`src/rtl/cal_pkg.sv`:
```
package cal_pkg;

	// Time limits
	localparam logic [5:0] SEC_MAX     = 6'd59;
	localparam logic [5:0] MIN_MAX     = 6'd59;
	localparam logic [4:0] HOUR_MAX    = 5'd23;
	localparam logic [5:0] SOUND_LIMIT = 6'd40;

	// Log pointer width default and fixed width of the log address field
	localparam int LOG_ADDR_BITS_DEF = 12;
	localparam int LOG_OUT_W         = 12;

	// Config port
	localparam int APB_ADDR_W = 3;
	localparam int APB_DATA_W = 32;

	typedef enum logic {
		REG_ALARM_HOUR   = 1'b0,
		REG_ALARM_MINUTE = 1'b1
	} reg_idx_t;

	typedef enum logic [1:0] {
		OP_TICK    = 2'd0,
		OP_SILENCE = 2'd1,
		OP_SET     = 2'd2,
		OP_ARM     = 2'd3
	} op_t;

	typedef struct packed {
		logic [4:0] hour;
		logic [5:0] minute;
	} alarm_cfg_t;

	typedef struct packed {
		op_t        op;
		logic [4:0] set_hour;
		logic [5:0] set_minute;
		logic [9:0] temperature_sample;
	} item_t;

	typedef struct packed {
		logic [5:0] seconds;
		logic [5:0] minutes;
		logic [4:0] hours;
		logic       armed;
		logic       sounding;
		logic [5:0] sound_minutes;
	} clk_state_t;

	typedef struct packed {
		logic [4:0]           hour_now;
		logic [5:0]           minute_now;
		logic [5:0]           second_now;
		logic                 alarm_sounding;
		logic                 alarm_is_armed;
		logic                 log_valid;
		logic [LOG_OUT_W-1:0] log_address;
		logic [4:0]           log_hour;
		logic [7:0]           log_temperature;
	} result_t;

endpackage

```
`src/rtl/cal_apb_regs.sv`:
```
module cal_apb_regs (
	input  logic                            clk,
	input  logic                            arst_n,
	input  logic                            psel,
	input  logic                            penable,
	input  logic                            pwrite,
	input  logic [cal_pkg::APB_ADDR_W-1:0]  paddr,
	input  logic [cal_pkg::APB_DATA_W-1:0]  pwdata,
	output logic [cal_pkg::APB_DATA_W-1:0]  prdata,
	output logic                            pready,
	output cal_pkg::alarm_cfg_t             cfg
);
	import cal_pkg::*;

	alarm_cfg_t cfg_q;
	reg_idx_t   idx;
	logic       wr_en;

	assign pready = 1'b1;
	assign idx    = reg_idx_t'(paddr[2]);
	assign wr_en  = psel && penable && pwrite && pready;

	always_ff @(posedge clk or negedge arst_n) begin
		if (!arst_n) begin
			cfg_q <= '0;
		end else if (wr_en) begin
			case (idx)
				REG_ALARM_HOUR:   cfg_q.hour   <= pwdata[4:0];
				REG_ALARM_MINUTE: cfg_q.minute <= pwdata[5:0];
				default:          cfg_q        <= cfg_q;
			endcase
		end
	end

	always_comb begin
		case (idx)
			REG_ALARM_HOUR:   prdata = APB_DATA_W'(cfg_q.hour);
			REG_ALARM_MINUTE: prdata = APB_DATA_W'(cfg_q.minute);
			default:          prdata = '0;
		endcase
	end

	assign cfg = cfg_q;

endmodule

```
`src/rtl/cal_step.sv`:
```
module cal_step #(
	parameter int LOG_ADDR_BITS = cal_pkg::LOG_ADDR_BITS_DEF
) (
	input  cal_pkg::clk_state_t       cur,
	input  logic [LOG_ADDR_BITS-1:0]  cur_ptr,
	input  cal_pkg::item_t            item,
	input  cal_pkg::alarm_cfg_t       cfg,
	output cal_pkg::clk_state_t       nxt,
	output logic [LOG_ADDR_BITS-1:0]  nxt_ptr,
	output cal_pkg::result_t          res
);
	import cal_pkg::*;

	logic [5:0] snd_cnt;

	always_comb begin
		nxt     = cur;
		nxt_ptr = cur_ptr;
		snd_cnt = 6'(cur.sound_minutes + 6'd1);
		res     = '0;

		case (item.op)
			OP_TICK: begin
				if (cur.seconds >= SEC_MAX) begin
					nxt.seconds = '0;
					if (cur.minutes >= MIN_MAX) begin
						nxt.minutes = '0;
						nxt.hours   = (cur.hours >= HOUR_MAX) ? 5'd0 : 5'(cur.hours + 5'd1);
						// hourly record: hour byte at pointer, temperature at pointer+1
						res.log_valid       = 1'b1;
						res.log_address     = LOG_OUT_W'(cur_ptr);
						res.log_hour        = nxt.hours;
						res.log_temperature = item.temperature_sample[8:1];
						nxt_ptr             = LOG_ADDR_BITS'(cur_ptr + LOG_ADDR_BITS'(2));
					end else begin
						nxt.minutes = 6'(cur.minutes + 6'd1);
					end
					if (cur.sounding) begin
						if (snd_cnt >= SOUND_LIMIT) begin
							nxt.sounding      = 1'b0;
							nxt.armed         = 1'b0;
							nxt.sound_minutes = '0;
						end else begin
							nxt.sound_minutes = snd_cnt;
						end
					end
				end else begin
					nxt.seconds = 6'(cur.seconds + 6'd1);
				end
				if (nxt.armed && nxt.hours == cfg.hour && nxt.minutes == cfg.minute)
					nxt.sounding = 1'b1;
			end
			OP_SILENCE: begin
				nxt.sounding      = 1'b0;
				nxt.armed         = 1'b0;
				nxt.sound_minutes = '0;
			end
			OP_SET: begin
				nxt.hours   = (item.set_hour > HOUR_MAX) ? HOUR_MAX : item.set_hour;
				nxt.minutes = (item.set_minute > MIN_MAX) ? MIN_MAX : item.set_minute;
			end
			OP_ARM: begin
				nxt.armed = 1'b1;
			end
			default: begin
				nxt = cur;
			end
		endcase

		res.hour_now       = nxt.hours;
		res.minute_now     = nxt.minutes;
		res.second_now     = nxt.seconds;
		res.alarm_sounding = nxt.sounding;
		res.alarm_is_armed = nxt.armed;
	end

endmodule

```
`src/rtl/clock_alarm_with_hourly_log_top.sv`:
```
// Result path: an accepted item goes into the input register, then into the result
//   register once that register is empty or being taken by the receiver.
// Throughput: 1 item per cycle while result_stall is low; clock state is updated as each
//   item leaves the input register, so the next item in that register sees it.
// Reset (arst_n low, async): time, alarm flags, sound count, log pointer, alarm
//   registers and both valid flags clear to zero.
module clock_alarm_with_hourly_log_top #(
	parameter int LOG_ADDR_BITS = cal_pkg::LOG_ADDR_BITS_DEF
) (
	input  logic                           clk,
	input  logic                           arst_n,
	// item channel
	input  logic                           item_valid,
	output logic                           item_stall,
	input  logic [1:0]                     op,
	input  logic [4:0]                     set_hour,
	input  logic [5:0]                     set_minute,
	input  logic [9:0]                     temperature_sample,
	// result channel
	output logic                           result_valid,
	input  logic                           result_stall,
	output logic [4:0]                     hour_now,
	output logic [5:0]                     minute_now,
	output logic [5:0]                     second_now,
	output logic                           alarm_sounding,
	output logic                           alarm_is_armed,
	output logic                           log_valid,
	output logic [cal_pkg::LOG_OUT_W-1:0]  log_address,
	output logic [4:0]                     log_hour,
	output logic [7:0]                     log_temperature,
	// config port
	input  logic                           psel,
	input  logic                           penable,
	input  logic                           pwrite,
	input  logic [cal_pkg::APB_ADDR_W-1:0] paddr,
	input  logic [cal_pkg::APB_DATA_W-1:0] pwdata,
	output logic [cal_pkg::APB_DATA_W-1:0] prdata,
	output logic                           pready
);
	import cal_pkg::*;

	alarm_cfg_t cfg;

	// stage 1: registered item
	logic  valid_s1;
	item_t item_s1;

	// clock state
	clk_state_t               st_q;
	logic [LOG_ADDR_BITS-1:0] ptr_q;

	// next-state logic outputs
	clk_state_t               st_nxt;
	logic [LOG_ADDR_BITS-1:0] ptr_nxt;
	result_t                  res_nxt;

	// stage 2: result register
	logic    valid_s2;
	result_t res_s2;

	logic accept;
	logic advance;

	// the item in stage 1 moves on when the result register is empty or being taken
	assign advance    = valid_s1 && (!valid_s2 || !result_stall);
	assign item_stall = valid_s1 && !advance;
	assign accept     = item_valid && !item_stall;

	cal_apb_regs u_regs (
		.clk     (clk),
		.arst_n  (arst_n),
		.psel    (psel),
		.penable (penable),
		.pwrite  (pwrite),
		.paddr   (paddr),
		.pwdata  (pwdata),
		.prdata  (prdata),
		.pready  (pready),
		.cfg     (cfg)
	);

	cal_step #(
		.LOG_ADDR_BITS (LOG_ADDR_BITS)
	) u_step (
		.cur     (st_q),
		.cur_ptr (ptr_q),
		.item    (item_s1),
		.cfg     (cfg),
		.nxt     (st_nxt),
		.nxt_ptr (ptr_nxt),
		.res     (res_nxt)
	);

	always_ff @(posedge clk or negedge arst_n) begin
		if (!arst_n) begin
			valid_s1 <= 1'b0;
		end else begin
			valid_s1 <= accept || (valid_s1 && !advance);
		end
	end

	// payload only, no reset needed
	always_ff @(posedge clk) begin
		if (accept) begin
			item_s1 <= '{op: op_t'(op), set_hour: set_hour, set_minute: set_minute,
				temperature_sample: temperature_sample};
		end
	end

	// clock state commits as the item moves into the result register
	always_ff @(posedge clk or negedge arst_n) begin
		if (!arst_n) begin
			st_q     <= '0;
			ptr_q    <= '0;
			valid_s2 <= 1'b0;
		end else begin
			if (advance) begin
				st_q  <= st_nxt;
				ptr_q <= ptr_nxt;
			end
			valid_s2 <= advance || (valid_s2 && result_stall);
		end
	end

	always_ff @(posedge clk) begin
		if (advance) begin
			res_s2 <= res_nxt;
		end
	end

	assign result_valid    = valid_s2;
	assign hour_now        = res_s2.hour_now;
	assign minute_now      = res_s2.minute_now;
	assign second_now      = res_s2.second_now;
	assign alarm_sounding  = res_s2.alarm_sounding;
	assign alarm_is_armed  = res_s2.alarm_is_armed;
	assign log_valid       = res_s2.log_valid;
	assign log_address     = res_s2.log_address;
	assign log_hour        = res_s2.log_hour;
	assign log_temperature = res_s2.log_temperature;

endmodule

```
`config.mk`:
```
export PLATFORM = sky130hd
export DESIGN_NAME = clock_alarm_with_hourly_log_top
export DESIGN_NICKNAME = d
export VERILOG_FILES = /design/src/rtl/cal_pkg.sv /design/src/rtl/cal_apb_regs.sv /design/src/rtl/cal_step.sv /design/src/rtl/clock_alarm_with_hourly_log_top.sv
export SDC_FILE = /design/constraint.sdc
export NUM_CORES = 1
export LEC_CHECK = 0
export BUFFER_PORTS_ARGS = -buffer_cell sky130_fd_sc_hd__buf_2
export CAP_MARGIN = 10
export CORE_UTILIZATION = 45
export DETAILED_ROUTE_END_ITERATION = 10
export HOLD_SLACK_MARGIN = 0.08
export MAX_ROUTING_LAYER = met4
export PLACE_DENSITY = 0.68
export SLEW_MARGIN = 10
export SYNTH_ARGS = -nofsm -noshare
export SYNTH_HDL_FRONTEND = slang
export SYNTH_SLANG_ARGS = --single-unit
```
`constraint.sdc`:
```
create_clock -name clk -period 6.1 [get_ports clk]
set_input_delay 0.305 -clock clk [delete_from_list [all_inputs] [get_ports clk]]
set_output_delay 0.305 -clock clk [all_outputs]
set_load 0.02 [all_outputs]
```
==> impl_metrics.tcl <==
set metrics [dict create \
    synth_area_leader_cell "sky130_fd_sc_hd__edfxtp_1" \
    cell_with_the_most_instances_on_the_worst_path "sky130_fd_sc_hd__o21ai_1" \
    clk-insertion-delay-late_ps 410 \
    cts.repair.resized 0 \
    final_hold_fails 0 \
    finClkSkew_ps 12.9 \
    design.die.area_sq_um 13100 \
    groute.usage.overall_pct 20.2 \
    diodes 0 \
    relSlewSlack_pct 26.7 \
    timing.critical_path.fanout_max 27 \
    synthTopCellsByArea "sky130_fd_sc_hd__edfxtp_1 34%, sky130_fd_sc_hd__dfrtp_1 21%, sky130_fd_sc_hd__mux2_2 6.3%" \
    firstDrtPassIters 5 \
    rsz_0062_raised_after_global_routing "false" \
    asyncSetResetFlopFracSynth_pct 43.0 \
    synth-seq-cells 114 \
    drc 0 \
    hold_removal_path_class "input pin to register" \
    post_route_cells_drive_above_1_share_pct 26.4 \
    timing_worst_slew_pin_value_ps 1100 \
    worst_path_largest_cell_delay_ps 920 \
    gpl.final_weighted_congestion 0.863 \
    via_density_per_instance 5.35 \
    gr-usage-met2_pct 32.0 \
    ys.flop_type "sky130_fd_sc_hd__edfxtp_1" \
    use_met3_pct 4.45 \
    timing.critical_path.max_delay_family "compound AO/OA/AOI/OAI gates" \
    first_global_vias 3998 \
    postCtsSetupRepairBufs 0 \
    syn2layout_area_growth_pct 20.5 \
    clkTransAtPathRegs_ps 50 \
    start_kind "register" \
    slowest_stage "sky130_fd_sc_hd__nor2_2" \
    clockRootBuffer "sky130_fd_sc_hd__clkbuf_16" \
    critical_path_required_ps 6390 \
    power_per_cell_area_nw_per_um2 360 \
    cts_sinks 114 \
    cp_num_buf_inv 0 \
    cts_hold_repair.buffers 22 \
    dieWidth_um 115 \
    final_cell_area_sq_um 6880 \
    grt_first_pass_wirelength_um 19700 \
    most_frequent_standard_cell_in_the_layout_excluding_fill_and_tap_cells "sky130_fd_sc_hd__buf_2" \
    initial_core_util_pct 46.8 \
    cp_data_arrival_time_ps 3360 \
    final_cell_mix "86 x sky130_fd_sc_hd__buf_2, 65 x sky130_fd_sc_hd__edfxtp_1, 49 x sky130_fd_sc_hd__dfrtp_1" \
    numCtsBuffers 17 \
    final-max-slew-violation-count 0 \
    timing.final.crit_period_ps 3070 \
    gr-usage-met1_pct 25.7 \
    syn_area_cell_sq_um 11.2 \
    fin_setup_tns_ps 0 \
    period_share_pct 50.3 \
    grt_max_degree 50 \
    setup-violations-final 0 \
    synth_edf_count 65 \
    timing.critical_path.to_type "register" \
    die_extent_in_y_um 115 \
    nets 676 \
    dp_wirelength_um 8130 \
    grt_antenna_before_repair 0 \
    synthCells 509 \
    placement.cell_area_sq_um 6120 \
    port-buffer-count 86 \
    antenna_violating_nets_post_route 0 \
    timing.fmax_ghz 0.326 \
    run_status "complete, no violations" \
    power.ir.vdd_worst_uv 269 \
    num_vias 4202 \
    row_count 40 \
    avgRoutedWirePerCell_um 15.5 \
    sum_of_routed_wire_length_over_all_layers_um 12200 \
    clockBufferDepth 2 \
    timing.setup.critical_path_class "register to register" \
    coreArea_sq_um 12200 \
    synth.cell_area_sq_um 5710 \
    busiest_layer "met2" \
    ios 145 \
    ys.warnings.count 0 \
    grt-ovfl-total 0 \
    ys_types 59 \
    synth_seq_area_share_pct 55.7 \
    cp_cell_sequence "ha_1, o2111ai_2, nor2_2, a21oi_1, o21ai_1, o21ai_1, mux2_2" \
    cts.htree.levels 4 \
    post-synth-top-area-fraction_pct 34.2 \
    drtIter0Drc 399 \
    power_leakage_nw 2.93 \
    tritoncts "done" \
    maxCapViolCount 0 \
]
==> registers in the layout, indices dropped and copies added, names as in the netlist, 5 cells and up <==
register         count
log_hour             5
st_q                25
log_address         11
u_regs.cfg          11
hour_now             5
minute_now           6
ptr_q               11
item_s1             21
second_now           6
log_temperature      8
==> power by group <==
| part | internal, mW | switching [mW] | total (mW) |
|---|---|---|---|
| Sequential | 0.933 | 0.143 | 1.08 |
| Combinational | 0.218 | 0.298 | 0.515 |
| Clock | 0.521 | 0.363 | 0.884 |
==> Yosys cell counts (all sizes together), types with 2 or more instances <==
library cell and number:
o211ai 3, ha 6, a41oi 3, nor2 31, nand2b 3, nor3 11
inv 13, and2 4, buf 38, edfxtp 65, o31ai 6, o2111ai 3
o22a 4, nand4b 3, xor2 7, a211oi 7, o2111a 2, a31oi 8
nand2 42, and4 2, clkbuf 23, a21oi 18, a21o 2, xnor2 12
nand3b 2, nand3 16, nor2b 3, conb 2, dfrtp 49, mux2 32
o32a 2, and3 25, mux2i 3, nand4 10, or3 5, o21ai 30
==> through the flow <==
stage	cells	util, %	total power [mW]	hold slack, ps	setup slack, ps
floorplan	535	-	1.46	9.41	2910
global placement	732	50.1	1.56	458	3150
detailed placement	732	50.1	1.59	462	3080
CTS	786	56.3	2.49	100	3070
global route	786	56.3	2.59	101	2820
finish	786	56.3	2.48	110	3030
==> worst paths after layout <==
path                       startpoint       end  slack, ps  depth (start not counted)
setup / recovery             st_q[19]  st_q[10]       3030                          7
hold / removal             item_valid  valid_s1        110                          2
setup reg to reg             st_q[19]  st_q[10]       3030                          7
hold reg to reg              ptr_q[6]  ptr_q[6]        480                          1
max in group asynchronous      arst_n   st_q[5]       5110                          3
min in group asynchronous      arst_n   st_q[9]        560                          3
==> cell families (layout without fill, tap and decap cells) <==
kind of cell    after synthesis  count (layout)  synth area share [%]
compound gates               95              95                  11.2
xor+xnor                     19              19                  2.91
fa+ha+maj                     7               7                  1.49
buf+inv                      74             157                  7.06
flops                       114             114                  55.7
mux                          35              35                  6.84
other cells                   2              28                 0.132
simple gates                163             163                  14.7
==> metal layers <==
| metal | part of all wire [%] | wire [um] |
|---|---|---|
| met5 | 0 | 0 |
| met4 | 1.1 | 135 |
| met3 | 5.6 | 680 |
| met2 | 49 | 6010 |
| met1 | 44 | 5340 |
==> final cells by class <==
type / count / area [sq um]
Fill cell: 1032 / 5330
Sequential cell: 114 / 3180
Multi-Input combinational cell: 347 / 2230
Timing Repair Buffer: 112 / 681
Clock buffer: 18 / 429
Tap cell: 168 / 210
Clock inverter: 14 / 108
Inverter: 13 / 48.8
Note: power is estimated with default switching activity, not from simulation.
